## src/hdl/hcb_pkg.sv

```systemverilog
// ---------------------------------------------------------------------------
// hcb_pkg
// Shared types and constants of the HSV colour blender: component formats,
// hue sector size, divider shape and queue status.
// ---------------------------------------------------------------------------
package hcb_pkg;

	// fixed point formats
	localparam int COMP_W            = 17;          // hue, saturation and value width
	localparam int COLOR_W           = 24;
	localparam int FRAC_IN_W         = 17;
	localparam int FRACTION_BITS_DEF = 16;
	localparam int QUEUE_DEPTH_DEF   = 8;

	localparam logic [COMP_W-1:0] UNIT     = 17'd65536;
	localparam logic [COMP_W-1:0] SECTOR   = 17'd15360;
	localparam logic [COMP_W-1:0] HUE_TURN = 17'd92160;

	// pipelined divider: 8-bit divisor, six quotient bits per stage
	localparam int DIV_NUM_W  = 25;
	localparam int DIV_DEN_W  = 8;
	localparam int DIV_STAGES = 3;
	localparam int DIV_STEPS  = 6;
	localparam int DIV_Q_W    = DIV_STAGES * DIV_STEPS;

	typedef struct packed {
		logic [COMP_W-1:0] h;
		logic [COMP_W-1:0] s;
		logic [COMP_W-1:0] v;
	} hcb_hsv_t;

	typedef struct packed {
		logic full;
		logic empty;
	} hcb_fifo_stat_t;

endpackage

```

## src/hdl/hcb_fifo.sv

```systemverilog
// ---------------------------------------------------------------------------
// hcb_fifo
// Short queue between the conversion front and the blending back, with a
// registered read port.
// ---------------------------------------------------------------------------
module hcb_fifo #(
	parameter int WIDTH = 8,
	parameter int DEPTH = hcb_pkg::QUEUE_DEPTH_DEF
) (
	input  logic                    clk,
	input  logic                    arst_n,
	input  logic                    push,
	input  logic [WIDTH-1:0]        push_data,
	input  logic                    pop,
	output logic                    pop_valid,
	output logic [WIDTH-1:0]        pop_data,
	output hcb_pkg::hcb_fifo_stat_t stat
);
	import hcb_pkg::*;

	localparam int PW = (DEPTH > 1) ? $clog2(DEPTH) : 1;
	localparam int NW = $clog2(DEPTH + 1);

	logic [WIDTH-1:0] mem [DEPTH];
	logic [PW-1:0]    wr_ptr_q, rd_ptr_q;
	logic [NW-1:0]    count_q;

	// pointers and fill count
	always_ff @(posedge clk or negedge arst_n) begin
		if (!arst_n) begin
			wr_ptr_q  <= '0;
			rd_ptr_q  <= '0;
			count_q   <= '0;
			pop_valid <= 1'b0;
		end else begin
			if (push) wr_ptr_q <= (wr_ptr_q == PW'(DEPTH - 1)) ? '0 : wr_ptr_q + PW'(1);
			if (pop)  rd_ptr_q <= (rd_ptr_q == PW'(DEPTH - 1)) ? '0 : rd_ptr_q + PW'(1);
			if (push && !pop)      count_q <= count_q + NW'(1);
			else if (pop && !push) count_q <= count_q - NW'(1);
			pop_valid <= pop;
		end
	end

	// storage
	always_ff @(posedge clk) begin
		if (push) mem[wr_ptr_q] <= push_data;
		if (pop)  pop_data      <= mem[rd_ptr_q];
	end

	assign stat.full  = (count_q == NW'(DEPTH));
	assign stat.empty = (count_q == '0);

endmodule

```

## config.mk

```make
export PLATFORM = sky130hd
export DESIGN_NAME = hcb_fifo
export DESIGN_NICKNAME = d
export VERILOG_FILES = /design/src/hdl/hcb_pkg.sv /design/src/hdl/hcb_fifo.sv
export SDC_FILE = /design/constraint.sdc
export NUM_CORES = 1
export LEC_CHECK = 0
export BUFFER_PORTS_ARGS = -buffer_cell sky130_fd_sc_hd__buf_2
export CORE_UTILIZATION = 30
export CTS_BUF_LIST = sky130_fd_sc_hd__clkbuf_16
export DETAILED_ROUTE_END_ITERATION = 8
export HOLD_SLACK_MARGIN = 0.12
export PLACE_DENSITY = 0.44
export SETUP_SLACK_MARGIN = 0.15
export SLEW_MARGIN = 5
export SYNTH_ARGS = -nofsm -noshare
export SYNTH_HDL_FRONTEND = slang
export SYNTH_SLANG_ARGS = --single-unit
```

## constraint.sdc

```tcl
create_clock -name clk -period 3.79 [get_ports clk]
set_input_delay 0.1895 -clock clk [delete_from_list [all_inputs] [get_ports clk]]
set_output_delay 0.1895 -clock clk [all_outputs]
set_load 0.05 [all_outputs]
```

Word-level counts from Yosys, hierarchy flattened
Memory sizes are Yosys's and may differ from the RTL's. A register that Yosys moved wholly into a read port is not among the register bits.
Index checks and enable logic that the tools add are counted.
W data, S select, Z words.

word-level totals
  register bits = 11
  RAM bits = 64
  bits of input ports = 12
  output and inout port bits = 11
  logic and storage cells = 24
  memories = 1

cells by class
  $add $sub $neg = 4
  equal/unequal tests = 3
  multiplexer cells = 6
  reductions and logical operators = 6

memory list
  memory  words  width  rd ports  clocked after memory_dff  write ports  RTL line        source
  mem     8      8      1         1                         1            hcb_fifo.sv:24  logic [WIDTH-1:0] mem [DEPTH];

operators by type and width
  operator               count
  $mux W4                2
  $add A3 B1 Y3 const B  2
  $eq A3 B3 Y1 const B   2
  $mux W3                2
  $add A4 B1 Y4 const B  1
  $eq A4 B4 Y1 const B   1
  $logic_not A4 Y1       1
  $sub A4 B1 Y4 const B  1
  $logic_and A1 B1 Y1    2
  $logic_not A1 Y1       2
  $mux W1                2
  $reduce_bool A2 Y1     1

Logic depth before layout (Yosys ltp)
  depth in word-level cells = 4
  depth in mapped cells = 7

Worst setup path after synthesis
No wires, ideal clock.

  kind = reg2out
  from = register count_q[0]
  to = output stat[1] (netlist bit)
  arrival = 2.130 ns
  required time = 3.601 ns
  setup slack = 1.471 ns
  stages on the path, launching flop included = 2
  buffers on the path = 0
  cell sequence = dfrtp_1 > nor4b_1

RTL lines
  item                    RTL line        source
  start, declared         hcb_fifo.sv:26  logic [NW-1:0] count_q;
  start signal, assigned  hcb_fifo.sv:38  if (push && !pop) count_q <= count_q + NW'(1);
  start signal, assigned  hcb_fifo.sv:39  else if (pop && !push) count_q <= count_q - NW'(1);
  end, declared           hcb_fifo.sv:17  output hcb_pkg::hcb_fifo_stat_t stat

==> key figures <==
Critical path
  – Worst path top cell family by delay: flip-flops
  – Worst r2r dst: pop_data[7]
  – Crit path launch type: flop
  – Worst Setup End Kind: flop
  – Crit Path Max Fanout: 19
  – Worst Path Buf+Inv: 0
  – Critical Path Max Stage Delay: 1.03 ns
  – CP Data Arrival Time: 2.29 ns
  – Worst EP required: 3.87 ns
  – R2r setup slk: 1.58 ns
  – Worst Setup SP: rd_ptr_q[0]
  – Critical path's slowest cell: dfrtp_1
  – FF-to-FF Start: rd_ptr_q[0]
  – R2r worst-path depth: 2
  – Critical Path, Cell by Cell: mux4_1 -> mux2_4
  – WS Path Type: flop to flop

Timing
  – Final period utilization: 58.3%
  – RSZ-0062 raised after global routing: no
  – Peak Freq: 452 MHz
  – Worst slew margin: 30.9%
  – Skew final: 0.00674 ns
  – Setup tns final: 0 ns
  – Minimum clock period: 2.21 ns
  – Slew Viols, Final: 0
  – Final setup fails: 0
  – Slew @ Worst Pin: 1.03 ns
  – Final Hold Viols: 0
  – WHS: 0.125 ns

Route
  – Post-route ant nets: 0
  – Drt first pass iters: 4
  – DRC errors left: 0
  – Via count: 1,627
  – Post-Route WL: 6260 µm
  – Iter 0 DRT Violations: 69
  – Wire per inst: 18.4 µm
  – Vias per std cell: 4.77

Flow run
  – Max-cap violation count: 0

CTS
  – H-tree depth: 3
  – Clock root cell: clkbuf_16
  – Post-cts gate resize count: 0
  – CTS tree: built
  – Clock Sinks: 83
  – Skew-Pair Late Insertion Delay: 0.33 ns
  – # Post-CTS Setup Buffers: 0
  – TritonCTS Buffers: 9
  – CTS max path bufs: 2
  – Clock slew at reported path FFs: 0.06 ns

Worst hold path
  – Hold-critical path depth: 1
  – Hold-critical path endpoint: mem[0][5]
  – Worst Hold Launch: push_data[5]
  – Hold Crit Class: primary input to flop

GRT
  – Largest net degree at the start of global routing: 20
  – Total GRT Usage: 12.0%
  – Initial antenna violation count: 0
  – Wire length of the first global-routing pass: 9640 µm
  – Vias in the first global route: 1,625
  – Congestion Overflow GR: 0

Synthesis
  – Yosys warns: 0
  – Synth unique cells: 29
  – Mapped Cells: 168
  – Syn_area_per_cell: 20.2 µm²
  – Syn Std Cell Area: 3390 µm²
  – Seq/Total Area, Yosys: 71.9%
  – Syn Nets: 188
  – #FFs+latches synth: 83

Floorplan
  – Die width: 108 µm
  – Row cnt: 38
  – Boundary Pins: 23
  – Initial Utilization: 31.0%
  – DIE AREA: 11,700 µm²
  – CORE AREA: 10,900 µm²
  – Die height: 108 µm

Placed design
  – Post-DP HPWL: 3890 µm
  – Gpl congestion: 0.711
  – Port Buffers: 22

Run status
  – Status: finished clean

Finish
  – Nets: 216
  – Layout cells sized above 1: 29.4%
  – Area grow syn2layout: 16.3%
  – Ant. Diodes: 0

Power and ir drop
  – Switching Power: 978 µW
  – Combinational cell fraction of total power: 26.9%
  – Power Dens Cells: 792 nW/µm²
  – Clock group share of total power: 27.5%
  – Pint: 2.15 mW
  – Seq pwr share: 45.7%
  – Worst VDD drop: 0.241 mV
  – Switching fraction of total power: 31.3%
  – Pleak: 1.38 nW
==> Yosys cell counts, drive strengths merged <==
cell type | instances | area, µm²
o211ai | 2 | 15.0
mux4 | 16 | 390
clkbuf | 3 | 11.3
nor2 | 8 | 30.0
nand2b | 2 | 12.5
nand2 | 5 | 18.8
nor3 | 3 | 15.0
ha | 7 | 87.6
mux2i | 1 | 10.0
nor4 | 1 | 6.26
fa | 1 | 20.0
inv | 4 | 15.0
o21ai | 3 | 15.0
mux2 | 13 | 176
xnor2 | 2 | 17.5
edfxtp | 72 | 2160
nand3b | 3 | 22.5
or3 | 1 | 6.26
buf | 3 | 36.3
dfrtp | 11 | 275
or4 | 1 | 7.51
a2111o | 1 | 11.3
a21oi | 2 | 10.0
nand3 | 2 | 10.0
nor4b | 1 | 8.76
==> cells by family (layout without fill, tap and decap cells) <==
family	count (synthesis)	count (layout)	share of synthesized area, %
AO/OA/AOI/OAI	8	8	1.51
XOR/XNOR	2	2	0.517
adder cells (fa/ha/maj)	8	8	3.17
buffers and inverters	10	43	1.84
flip-flops	83	83	71.9
multiplexers	30	30	17.0
AND/OR/NAND/NOR	27	27	4.06
==> worst max-delay path by stage <==
| stage | slack (ns) | endpoint | depth (start not counted) |
|---|---|---|---|
| 3_5_place_dp | 1.50 | pop_data[4] | 2 |
| 6_report | 1.58 | pop_data[7] | 2 |
| 2_1_floorplan | 1.47 | stat[1] | 1 |
| 3_3_place_gp | 1.58 | pop_data[6] | 2 |
| 4_1_cts | 1.50 | pop_data[4] | 2 |
| 5_1_grt | 1.41 | pop_data[6] | 2 |
==> worst reg2reg max path, delay by kind of cell (launching register included) <==
family | cells | cell delay (ns)
DFF | 1 | 1.03
muxes | 2 | 0.93
==> timing repair <==
action                                  4_1_cts  5_1_grt
endpoints found under the hold margin        11        0
hold buffers                                  1        0
endpoints found under the setup margin        0        0
==> flip-flops by register name, indices dropped and copies added, names as in the netlist <==
register and cells:
pop_data 8, pop_valid 1, count_q 4, mem 64, wr_ptr_q 3, rd_ptr_q 3
==> layout make-up <==
cell class | instances | area [µm²]
fill | 1020 | 6990
sequential | 83 | 2440
multi-input combinational | 75 | 901
clock buffer | 9 | 225
tap | 140 | 175
timing repair buffer | 23 | 120
clock inverter | 7 | 70.1
inverter | 4 | 15.0
==> layout by cell type, fill, tap and decap left out <==
master         netlist  routed
mux2_4               8       8
clkinv_1             0       1
ha_1                 7       7
clkbuf_16            0       9
nand3b_1             3       3
nand2b_1             2       2
nor3_1               3       1
buf_2                1      22
mux2_2               5       5
a2111o_1             1       1
nand2_1              5       5
nor2_1               8       8
or3_1                1       1
o21ai_0              3       3
inv_1                4       5
dlygate4sd3_1        0       1
dfrtp_1             11      11
mux2i_1              1       1
mux4_2               8       8
mux4_1               8       8
o211ai_1             2       2
nor4_1               1       1
clkinv_4             0       2
fa_1                 1       1
nor4b_1              1       1
a21oi_1              2       2
xnor2_1              2       2
or4_1                1       1
bufinv_16            0       1
edfxtp_1            72      72
nor3_2               0       2
nand3_1              2       2
clkinvlp_4           0       2
==> metal layers <==
layer | vias to the layer above | track usage [%] | part of all wire (%)
li1 | 739 | - | -
met3 | 11 | 2.53 | 2.7
met4 | 0 | 6.08 | 2.0
met5 | - | 0 | 0
met2 | 33 | 20.7 | 52
met1 | 844 | 14.2 | 43
==> stage by stage <==
step	util, %	power [mW]	setup WS (ns)	cell area [µm²]	cells
final	36.1	3.12	1.58	3940	341
after detailed placement	33.3	2.31	1.50	3640	324
after global routing	36.1	3.28	1.41	3940	341
after global placement	33.3	2.27	1.58	3640	324
after CTS	36.1	3.17	1.50	3940	341
after floorplan	-	2.11	1.47	3390	168
==> power groups by stage <==
stage / Combinational (mW) / Clock (mW) / Sequential (mW)
floorplan: 0.657 / 0 / 1.45
global placement: 0.832 / 0 / 1.44
detailed placement: 0.853 / 0 / 1.46
CTS: 0.855 / 0.871 / 1.44
global route: 0.910 / 0.903 / 1.47
finish: 0.840 / 0.858 / 1.43
No activity file was read; power rests on OpenSTA's default activity.
