`config.mk`:
```
export PLATFORM = sky130hd
export DESIGN_NAME = hcb_front
export DESIGN_NICKNAME = d
export VERILOG_FILES = /design/src/hdl/hcb_pkg.sv /design/src/hdl/hcb_div.sv /design/src/hdl/hcb_front.sv
export SDC_FILE = /design/constraint.sdc
export NUM_CORES = 2
export LEC_CHECK = 0
export BUFFER_PORTS_ARGS = -buffer_cell sky130_fd_sc_hd__buf_2
export CORE_UTILIZATION = 55
export CTS_BUF_LIST = sky130_fd_sc_hd__clkbuf_8
export DETAILED_ROUTE_END_ITERATION = 8
export PLACE_DENSITY = 0.83
export SYNTH_ARGS = -nofsm -noshare
export SYNTH_HDL_FRONTEND = slang
export SYNTH_SLANG_ARGS = --single-unit
```
`constraint.sdc`:
```
create_clock -name clk -period 23 [get_ports clk]
set_input_delay 1.15 -clock clk [delete_from_list [all_inputs] [get_ports clk]]
set_output_delay 1.15 -clock clk [all_outputs]
set_load 0.05 [all_outputs]
```
`src/hdl/hcb_pkg.sv`:
```
// ---------------------------------------------------------------------------
// hcb_pkg
// Shared types and constants of the HSV colour blender: component formats,
// hue sector size, divider shape and queue status.
// ---------------------------------------------------------------------------
package hcb_pkg;

	// fixed point formats
	localparam int COMP_W            = 17;          // hue, saturation and value width
	localparam int COLOR_W           = 24;
	localparam int FRAC_IN_W         = 17;
	localparam int FRACTION_BITS_DEF = 16;
	localparam int QUEUE_DEPTH_DEF   = 8;

	localparam logic [COMP_W-1:0] UNIT     = 17'd65536;
	localparam logic [COMP_W-1:0] SECTOR   = 17'd15360;
	localparam logic [COMP_W-1:0] HUE_TURN = 17'd92160;

	// pipelined divider: 8-bit divisor, six quotient bits per stage
	localparam int DIV_NUM_W  = 25;
	localparam int DIV_DEN_W  = 8;
	localparam int DIV_STAGES = 3;
	localparam int DIV_STEPS  = 6;
	localparam int DIV_Q_W    = DIV_STAGES * DIV_STEPS;

	typedef struct packed {
		logic [COMP_W-1:0] h;
		logic [COMP_W-1:0] s;
		logic [COMP_W-1:0] v;
	} hcb_hsv_t;

	typedef struct packed {
		logic full;
		logic empty;
	} hcb_fifo_stat_t;

endpackage

```
`src/hdl/hcb_div.sv`:
```
// ---------------------------------------------------------------------------
// hcb_div
// Pipelined restoring divider. The top bits of the numerator must already be
// below the divisor, so the quotient fits in DIV_Q_W bits.
// ---------------------------------------------------------------------------
module hcb_div (
	input  logic                             clk,
	input  logic [hcb_pkg::DIV_NUM_W-1:0]    num,
	input  logic [hcb_pkg::DIV_DEN_W-1:0]    den,
	output logic [hcb_pkg::DIV_Q_W-1:0]      quo
);
	import hcb_pkg::*;

	logic [DIV_DEN_W-1:0] rem_s [DIV_STAGES+1];
	logic [DIV_Q_W-1:0]   low_s [DIV_STAGES+1];
	logic [DIV_Q_W-1:0]   quo_s [DIV_STAGES+1];
	logic [DIV_DEN_W-1:0] den_s [DIV_STAGES+1];

	// stage zero taps
	assign rem_s[0] = DIV_DEN_W'(num[DIV_NUM_W-1:DIV_Q_W]);
	assign low_s[0] = num[DIV_Q_W-1:0];
	assign quo_s[0] = '0;
	assign den_s[0] = den;

	for (genvar k = 0; k < DIV_STAGES; k++) begin : g_stage
		logic [DIV_DEN_W-1:0] rem_n;
		logic [DIV_Q_W-1:0]   low_n;
		logic [DIV_Q_W-1:0]   quo_n;
		logic [DIV_DEN_W:0]   trial;

		// six shift and subtract steps
		always_comb begin
			rem_n = rem_s[k];
			low_n = low_s[k];
			quo_n = quo_s[k];
			trial = '0;
			for (int j = 0; j < DIV_STEPS; j++) begin
				trial = {rem_n, low_n[DIV_Q_W-1]};
				low_n = {low_n[DIV_Q_W-2:0], 1'b0};
				if (trial >= {1'b0, den_s[k]}) begin
					rem_n = DIV_DEN_W'(trial - {1'b0, den_s[k]});
					quo_n = {quo_n[DIV_Q_W-2:0], 1'b1};
				end else begin
					rem_n = trial[DIV_DEN_W-1:0];
					quo_n = {quo_n[DIV_Q_W-2:0], 1'b0};
				end
			end
		end

		always_ff @(posedge clk) begin
			rem_s[k+1] <= rem_n;
			low_s[k+1] <= low_n;
			quo_s[k+1] <= quo_n;
			den_s[k+1] <= den_s[k];
		end
	end

	assign quo = quo_s[DIV_STAGES];

endmodule

```
`src/hdl/hcb_front.sv`:
```
// ---------------------------------------------------------------------------
// hcb_front
// Accepts a colour pair, saturates the fraction and converts both colours
// to hue, saturation and value.
// ---------------------------------------------------------------------------
module hcb_front #(
	parameter int FRACTION_BITS = hcb_pkg::FRACTION_BITS_DEF
) (
	input  logic                              clk,
	input  logic                              arst_n,
	input  logic                              in_valid,
	input  logic [hcb_pkg::COLOR_W-1:0]       first_color,
	input  logic [hcb_pkg::COLOR_W-1:0]       second_color,
	input  logic [hcb_pkg::FRAC_IN_W-1:0]     blend_fraction,
	output logic                              out_valid,
	output hcb_pkg::hcb_hsv_t                 out_hsv1,
	output hcb_pkg::hcb_hsv_t                 out_hsv2,
	output logic [FRACTION_BITS:0]            out_t
);
	import hcb_pkg::*;

	localparam int TW = FRACTION_BITS + 1;
	localparam int CW = (TW > FRAC_IN_W) ? TW : FRAC_IN_W;

	logic [COLOR_W-1:0] col_s1 [2];
	logic [TW-1:0]      t_s1, t_s2, t_s3, t_s4, t_s5;
	logic               valid_s1, valid_s2, valid_s3, valid_s4, valid_s5;
	logic [CW-1:0]      t_ext, one_ext, t_sat;
	hcb_hsv_t           hsv_res [2];

	// fraction saturation
	always_comb begin
		t_ext   = CW'(blend_fraction);
		one_ext = CW'(1) << FRACTION_BITS;
		t_sat   = (t_ext > one_ext) ? one_ext : t_ext;
	end

	// valid shift line
	always_ff @(posedge clk or negedge arst_n) begin
		if (!arst_n) begin
			valid_s1 <= 1'b0;
			valid_s2 <= 1'b0;
			valid_s3 <= 1'b0;
			valid_s4 <= 1'b0;
			valid_s5 <= 1'b0;
		end else begin
			valid_s1 <= in_valid;
			valid_s2 <= valid_s1;
			valid_s3 <= valid_s2;
			valid_s4 <= valid_s3;
			valid_s5 <= valid_s4;
		end
	end

	// input capture and fraction delay
	always_ff @(posedge clk) begin
		col_s1[0] <= first_color;
		col_s1[1] <= second_color;
		t_s1      <= t_sat[TW-1:0];
		t_s2      <= t_s1;
		t_s3      <= t_s2;
		t_s4      <= t_s3;
		t_s5      <= t_s4;
	end

	for (genvar c = 0; c < 2; c++) begin : g_conv
		logic [7:0]            r, g, b, mx, mn, d;
		logic [10:0]           n;
		logic [10:0]           n_s2;
		logic [7:0]            d_s2, mx_s2;
		logic [COMP_W-1:0]     v_cur;
		logic [COMP_W-1:0]     v_s3, v_s4, v_s5;
		logic                  dz_s3, dz_s4, dz_s5, mz_s3, mz_s4, mz_s5;
		logic [DIV_NUM_W-1:0]  num_h, num_s;
		logic [DIV_Q_W-1:0]    q_h, q_s;
		logic [COMP_W-1:0]     h_raw;

		// max, min and sextant numerator
		always_comb begin
			r  = col_s1[c][23:16];
			g  = col_s1[c][15:8];
			b  = col_s1[c][7:0];
			mx = r;
			mn = r;
			if (g > mx) mx = g;
			if (b > mx) mx = b;
			if (g < mn) mn = g;
			if (b < mn) mn = b;
			d = mx - mn;
			if (r == mx) begin
				n = (g >= b) ? 11'(g - b) : 11'(11'(g) + 11'(6) * 11'(d) - 11'(b));
			end else if (g == mx) begin
				n = 11'(11'(b) + 11'({d, 1'b0}) - 11'(r));
			end else begin
				n = 11'(11'(r) + 11'({d, 2'b00}) - 11'(g));
			end
		end

		always_ff @(posedge clk) begin
			n_s2  <= n;
			d_s2  <= d;
			mx_s2 <= mx;
		end

		// value is 257 * max + 1 for a nonzero max, the rounded-up scale to Q1.16
		always_comb begin
			v_cur = (mx_s2 == 8'd0) ? '0 : COMP_W'({mx_s2, mx_s2}) + COMP_W'(1);
			num_h = (DIV_NUM_W'(n_s2) << 14) - (DIV_NUM_W'(n_s2) << 10);
			num_s = DIV_NUM_W'(d_s2) << 16;
		end

		hcb_div u_div_h (.clk(clk), .num(num_h), .den(d_s2),  .quo(q_h));
		hcb_div u_div_s (.clk(clk), .num(num_s), .den(mx_s2), .quo(q_s));

		// sideband alongside the dividers
		always_ff @(posedge clk) begin
			v_s3  <= v_cur;
			v_s4  <= v_s3;
			v_s5  <= v_s4;
			dz_s3 <= (d_s2 == 8'd0);
			dz_s4 <= dz_s3;
			dz_s5 <= dz_s4;
			mz_s3 <= (mx_s2 == 8'd0);
			mz_s4 <= mz_s3;
			mz_s5 <= mz_s4;
		end

		// grey gives hue zero, black gives saturation zero
		always_comb begin
			h_raw = q_h[COMP_W-1:0];
			if (h_raw >= HUE_TURN) h_raw = h_raw - HUE_TURN;
			hsv_res[c].h = dz_s5 ? '0 : h_raw;
			hsv_res[c].s = mz_s5 ? '0 : q_s[COMP_W-1:0];
			hsv_res[c].v = v_s5;
		end
	end

	assign out_valid = valid_s5;
	assign out_hsv1  = hsv_res[0];
	assign out_hsv2  = hsv_res[1];
	assign out_t     = t_s5;

endmodule

```
**Word level (Yosys, flattened, before mapping)**

Memories as Yosys holds them, arrays and structs flattened.
Cells that the tools add are included.

- Add/subtract/negate cells: 90
- $mul: 2
- $lt $le $gt $ge: 85
- Equal/unequal tests: 4
- Multiplexer cells: 156
- Reduce and logical (&&, ||, !) cells: 4

Operators by type and width:

| operator | count |
|---|---|
| $ge A9 B8 Y1 | 68 |
| $mux W8 | 76 |
| $sub A8 B8 Y8 | 68 |
| $mux W17 | 6 |
| $mux W1 | 68 |
| $mux W11 | 6 |
| $sub A25 B21 Y25 | 2 |
| $sub A11 B8 Y11 | 4 |
| $add A16 B1 Y17 const B | 2 |
| $ge A17 B17 Y1 const B | 2 |
| $sub A17 B17 Y17 const B | 2 |
| $eq A8 B8 Y1 | 4 |
| $ge A8 B8 Y1 | 4 |
| $gt A8 B8 Y1 | 4 |
| $logic_not A8 Y1 | 4 |
| $lt A8 B8 Y1 | 4 |
| $add A8 B10 Y11 | 2 |
| $add A8 B11 Y11 | 2 |
| $sub A10 B8 Y11 | 2 |
| $add A8 B9 Y10 | 2 |
| $mul A2 B8 Y10 const A | 2 |
| $sub A8 B8 Y9 | 2 |
| $gt A17 B17 Y1 const B | 1 |
| $ge A7 B8 Y1 | 2 |
| $sub A7 B8 Y8 | 2 |

- Register bits: 554
- Memory bits (writable): 48
- Input port bits: 68
- Word-level logic and storage cells: 412
- Memories: 1

Memory list:

| name | words | bits a word | rd ports | clocked after Yosys merged registers in | wr ports | RTL line | text |
|---|---|---|---|---|---|---|---|
| col_s1 | 2 | 24 | 2 | 0 | 2 | hcb_front.sv:25 | `logic [COLOR_W-1:0] col_s1 [2];` |

**Depth between registers and ports, before layout**

- Depth in word-level cells: 13
- Depth in mapped cells: 72
- Mapped depth without buffers: 69

**Modules after synthesis**

A second synthesis with hierarchy kept.

- Cell total of the unflattened synthesis: 6,050
- Area, all modules: 53,502.6 um^2

By module, submodules not included:

| module | times used | cells an instance | area each (um^2) | seq. area each (um^2) |
|---|---|---|---|---|
| hcb_front | 1 | 1,730 | 16,617.2 | 6,150.9 |
| hcb_div (g_conv[1].u_div_h) | 1 | 1,105 | 9,270.1 | 1,721.7 |
| hcb_div (g_conv[0].u_div_h) | 1 | 1,056 | 9,258.9 | 1,721.7 |
| hcb_div (g_conv[0].u_div_s) | 1 | 1,096 | 9,210.1 | 1,721.7 |
| hcb_div (g_conv[1].u_div_s) | 1 | 1,063 | 9,146.3 | 1,721.7 |

**Worst setup path after synthesis**

OpenSTA, ideal clock, no wires.

- Path type: register to register
- Start point: register g_conv[1].n_s2[7]
- End point: register g_conv[1].u_div_h.rem_s[17] (netlist name)
- Data arrival time: 14.234 ns
- Required time: 22.879 ns
- Slack: 8.646 ns
- Stages on the path, launching flop included: 65
- Path buffers: 3
- Clock period less this slack: 14.354 ns
- Cells stage by stage: dfxtp_1 inv_1 ha_1 a2111oi_0 a211oi_1 a41o_1 or3_1 ha_1 nand4_1 o211ai_1 o32ai_1 mux2_2 inv_1 ha_1 nor2b_1 o31ai_1 a21oi_1 o22a_1 (+29 left out) nor2_1 clkbuf_1 nand2b_1 o21ai_0 inv_1 mux2i_1 ha_1 nor2b_1 o21ai_0 a21boi_0 o21ai_0 nand2b_1 a21o_1 a21o_1 a41o_1 a221oi_1 o21ai_2 mux2_2

- Word-level cells in the longest chain between the ends: 13
- Elaborated cells between the ends (all ways): 19
- Those cells by class: add/sub: 7; order compare: 6; mux: 6

Ends and longest elaborated chain:

| what | RTL line | text |
|---|---|---|
| start, declared | hcb_front.sv:69 | `logic [10:0] n_s2;` |
| start signal, assigned | hcb_front.sv:100 | `n_s2 <= n;` |
| $sub A25 B21 Y25 * | hcb_front.sv:108 | `num_h = (DIV_NUM_W'(n_s2) << 14) - (DIV_NUM_W'(n_s2) << 10);` |
| $sub A8 B8 Y8 / $ge A8 B8 Y1 (equally long branches) | hcb_div.sv:41, hcb_div.sv:40 |  |
| $mux W8 * | hcb_div.sv:40 | `if (trial >= {1'b0, den_s[k]}) begin` |
| $sub A8 B8 Y8 / $ge A9 B8 Y1 (equally long branches) | hcb_div.sv:41, hcb_div.sv:40 |  |
| $mux W8 * | hcb_div.sv:40 |  |
| $sub A8 B8 Y8 / $ge A9 B8 Y1 (equally long branches) | hcb_div.sv:41, hcb_div.sv:40 |  |
| $mux W8 * | hcb_div.sv:40 |  |
| $sub A8 B8 Y8 / $ge A9 B8 Y1 (equally long branches) | hcb_div.sv:41, hcb_div.sv:40 |  |
| $mux W8 * | hcb_div.sv:40 |  |
| $sub A8 B8 Y8 / $ge A9 B8 Y1 (equally long branches) | hcb_div.sv:41, hcb_div.sv:40 |  |
| $mux W8 * | hcb_div.sv:40 |  |
| $ge A9 B8 Y1 / $sub A8 B8 Y8 (equally long branches) | hcb_div.sv:40, hcb_div.sv:41 |  |
| $mux W8 * | hcb_div.sv:40 |  |
| via g_conv[1].u_div_h.g_stage[0].rem_n[1] | hcb_div.sv:26 | `logic [DIV_DEN_W-1:0] rem_n;` |
| end signal, assigned by index | hcb_div.sv:51 | `rem_s[k+1] <= rem_n;` |
| end, declared | hcb_div.sv:14 | `logic [DIV_DEN_W-1:0] rem_s [DIV_STAGES+1];` |

Mark *: on every way through the listed nets, which the timed path passes. The rest lies on a longest branch.
A chain may end at the register's enable or synchronous reset.

**Final worst setup path**

- Start point: register g_conv[0].n_s2[6]
- End point: register g_conv[0].u_div_h.rem_s[18] (netlist name)

- Word-level cells in the longest chain between the ends: 13
- Elaborated cells between the ends (all ways): 19
- Those cells by class: add/sub: 7; order compare: 6; mux: 6

Ends and longest elaborated chain:

| what | RTL line |
|---|---|
| start, declared | hcb_front.sv:69 |
| start signal, assigned | hcb_front.sv:100 |
| $sub A25 B21 Y25 * | hcb_front.sv:108 |
| $sub A8 B8 Y8 / $ge A8 B8 Y1 (equally long branches) | hcb_div.sv:41, hcb_div.sv:40 |
| $mux W8 | hcb_div.sv:40 |
| $sub A8 B8 Y8 / $ge A9 B8 Y1 (equally long branches) | hcb_div.sv:41, hcb_div.sv:40 |
| $mux W8 * | hcb_div.sv:40 |
| $sub A8 B8 Y8 / $ge A9 B8 Y1 (equally long branches) | hcb_div.sv:41, hcb_div.sv:40 |
| $mux W8 * | hcb_div.sv:40 |
| $ge A9 B8 Y1 / $sub A8 B8 Y8 (equally long branches) | hcb_div.sv:40, hcb_div.sv:41 |
| $mux W8 * | hcb_div.sv:40 |
| $sub A8 B8 Y8 / $ge A9 B8 Y1 (equally long branches) | hcb_div.sv:41, hcb_div.sv:40 |
| $mux W8 * | hcb_div.sv:40 |
| $sub A8 B8 Y8 / $ge A9 B8 Y1 (equally long branches) | hcb_div.sv:41, hcb_div.sv:40 |
| $mux W8 * | hcb_div.sv:40 |
| via g_conv[0].u_div_h.g_stage[0].rem_n[2] | hcb_div.sv:26 |
| end signal, assigned by index | hcb_div.sv:51 |
| end, declared | hcb_div.sv:14 |

Marks and branches as above.

==> results.yml <==
status:
  status: "completed"
cells_and_area:
  nets: 6919
  layout-drive-gt1-share_pct: 10.9
  nFillCells: 7602
  syn_to_final_growth_pct: 8.94
route:
  vias_per_cell: 5.97
  post-route-drc-count: 0
  first_pass_iters: 6
  drt_iter0_drc: 2806
  vias: 43700
  wire_per_inst_microns: 17.4
  drt-total-wl_microns: 127000
  antenna_left: 0
sta:
  fin_crit_sh_pct: 72.4
  rsz0062_at_grt: "false"
  finalSetupTns_ns: 0
  max_slew_margin_pct: 22.5
  period_minus_slack_ns: 16.65
  slew_violations: 0
  setup_viol: 0
  skew_ns: 0.104
  fmax_mhz: 60.1
  worstMarginPinSlew_ns: 1.16
  hold_violations: 0
setup_path:
  cp.arrival_ns: 17.28
  critPathMaxFanout: 16
  required_ns: 23.63
  cpMaxStageDelayCell: "o21ai_1"
  worstRegToRegCells: 67
  end_kind: "flop"
  crit_type: "reg -> reg"
  critPathMostFrequentCell: "o21ai_0"
  slowest_delay_ns: 0.64
  r2r_slack_ns: 6.35
  cp-start-kind: "flop"
clock_tree:
  cts_tree: "built"
  ctsHoldBuffers: 0
  cts_buffers: 95
  cts_buffer_depth: 3
  clk_latency_ns: 0.80
  postCtsSetupBuffers: 0
  htreeDepth: 3
  clk_pin_slew_worst_paths_ns: 0.06
  cts_sinks: 570
  cts_resized: 0
  cts_root_buf: "clkbuf_8"
synth:
  synth_seq_cells: 570
  ys_seq_area_share_pct: 23.0
  synthSimpleGateAreaFrac_pct: 16.0
  synth.area.top_cells: "dfxtp_1 (23%), ha_1 (18%), mux2_2 (5.3%), xnor2_1 (5.2%), a21oi_1 (4.0%)"
  muxShareOfSynthArea_pct: 7.55
  syn_area_sq_um: 49800
  yosys.area_share.adder_pct: 21.1
  synth_compound_area_share_pct: 19.9
  synth_warnings: 0
  synthCells: 5849
  synth_edf_count: 0
  synth_top_cell_area_share_pct: 22.7
  async_reset_ff_share_pct: 0.877
  synth_xor_area_share_pct: 8.14
  synth_top_area_cell: "dfxtp_1"
  syn_area_per_cell_sq_um: 8.52
  synth_top_family_by_area: "adder cells"
  synth.distinct_cells: 101
  synth_nets: 6709
  synth-main-ff-cell: "dfxtp_1"
job:
  maxCapViolations: 0
floorplan:
  fp.dieH_microns: 303
  ios: 188
  die_w_microns: 303
  core_sq_um: 89900
  num_rows: 110
  start_util_pct: 55.4
  dieArea_sq_um: 91800
global_route:
  grt_use_total_pct: 27.0
  grt_pass1_wl_microns: 206000
  grt_pass1_vias: 42500
  grt_antenna_before_repair: 2
  grt_max_degree: 22
  gr-total-overflow: 0
placed_design:
  dp_hpwl_microns: 98100
  port_buffers: 187
  gp_congestion: 0.960
min_path:
  hold_class: "in -> async"
==> critical path: cells and delay by family, from the launching register on <==
kind	cells	cell delay, ns
and+or+nand+nor	14	3.22
buffers and inverters	7	0.98
muxes	5	2.01
AOI/OAI and AO/OA	34	7.86
DFF	1	0.35
adders and majority gates	7	2.08
==> cells in the mapped netlist (28+ instances only) <==
cell        n
o21a_1    112
nor3_1    128
nor2_1    486
fa_1       82
mux2i_1   111
xnor2_1   295
o211ai_1   33
or3_1      39
o21ai_0   344
and4_1     28
a21o_1    136
dfxtp_1   565
inv_1     462
o21bai_1   54
o31a_1     32
nand2_1   281
ha_1      710
and2_1     41
clkbuf_1   73
a21boi_0   43
nand4_1    56
nor2b_1   222
a31oi_1    42
nand3_1    89
mux2_2    233
xor2_1    163
and3_1     47
a21oi_1   398
a211oi_1   52
o31ai_1    40
nand2b_1   88
==> cells in the final DEF (no fill, tap or decap), types with 187 or more instances in the layout <==
master   count
a21oi_1    398
buf_2      187
dfxtp_1    565
ha_1       710
inv_1      473
mux2_2     233
nand2_1    281
nor2_1     486
nor2b_1    222
o21ai_0    343
xnor2_1    295
==> sequential cells by signal (all words and copies together), names as in the netlist, 34 cells and up <==
name                flops
g_conv.u_div_s.quo     34
g_conv.u_div_h.quo     34
g_conv.v_s5            34
col_s1                 48
g_conv.v_s4            34
g_conv.v_s3            34
==> path summary, 6_finish.rpt <==
kind | from | end
max in group asynchronous | arst_n | valid_s1
max | g_conv[0].n_s2[6] | g_conv[0].u_div_h.rem_s[18]
min reg2reg | g_conv[1].u_div_h.quo_s[28] | g_conv[1].u_div_h.quo[16]
min | arst_n | out_valid
max reg2reg | g_conv[0].n_s2[6] | g_conv[0].u_div_h.rem_s[18]
min in group clk | g_conv[1].u_div_h.quo_s[28] | g_conv[1].u_div_h.quo[16]
==> cell type report <==
cell class                 count  area (sq um)  area share, %
clock buffer                 118          1620           2.99
multi-input combinational   4712         36200           66.8
clock inverter                60           643           1.18
antenna                        3          7.51         0.0138
tap                         1176          1470           2.71
sequential                   570         11400           21.1
inverter                     477          1790           3.30
timing repair buffer         203          1060           1.95
==> routing by layer <==
layer	GRT usage, %	wire [microns]
met3	3.72	7500
met4	11.2	4250
met1	33.3	55000
met2	47.0	60700
met5	0	0
==> through the flow <==
step | hold WS [ns] | setup slack, ns | instance area (sq um) | instances | utilization, %
after floorplan | 0.310 | 8.65 | 49800 | 5849 | -
after global placement | 0.310 | 7.11 | 52000 | 7138 | 57.9
after detailed placement | 0.312 | 6.75 | 52000 | 7138 | 57.9
after CTS | 0.0804 | 6.66 | 54300 | 7316 | 60.4
after global routing | 0.125 | 4.91 | 54300 | 7318 | 60.4
final | 0.156 | 6.35 | 54300 | 7319 | 60.4
==> cells by family after synthesis <==
logic type	count (synthesis)
and+or+nand+nor	1602
AOI/OAI and AO/OA	1512
adders and majority gates	792
DFF	570
buffers and inverters	567
xor gates and xnor gates	460
muxes	346
Power is left out: the tool's default activity adds up to more than one toggle a clock period on the data nets, which glitch-free logic cannot reach.
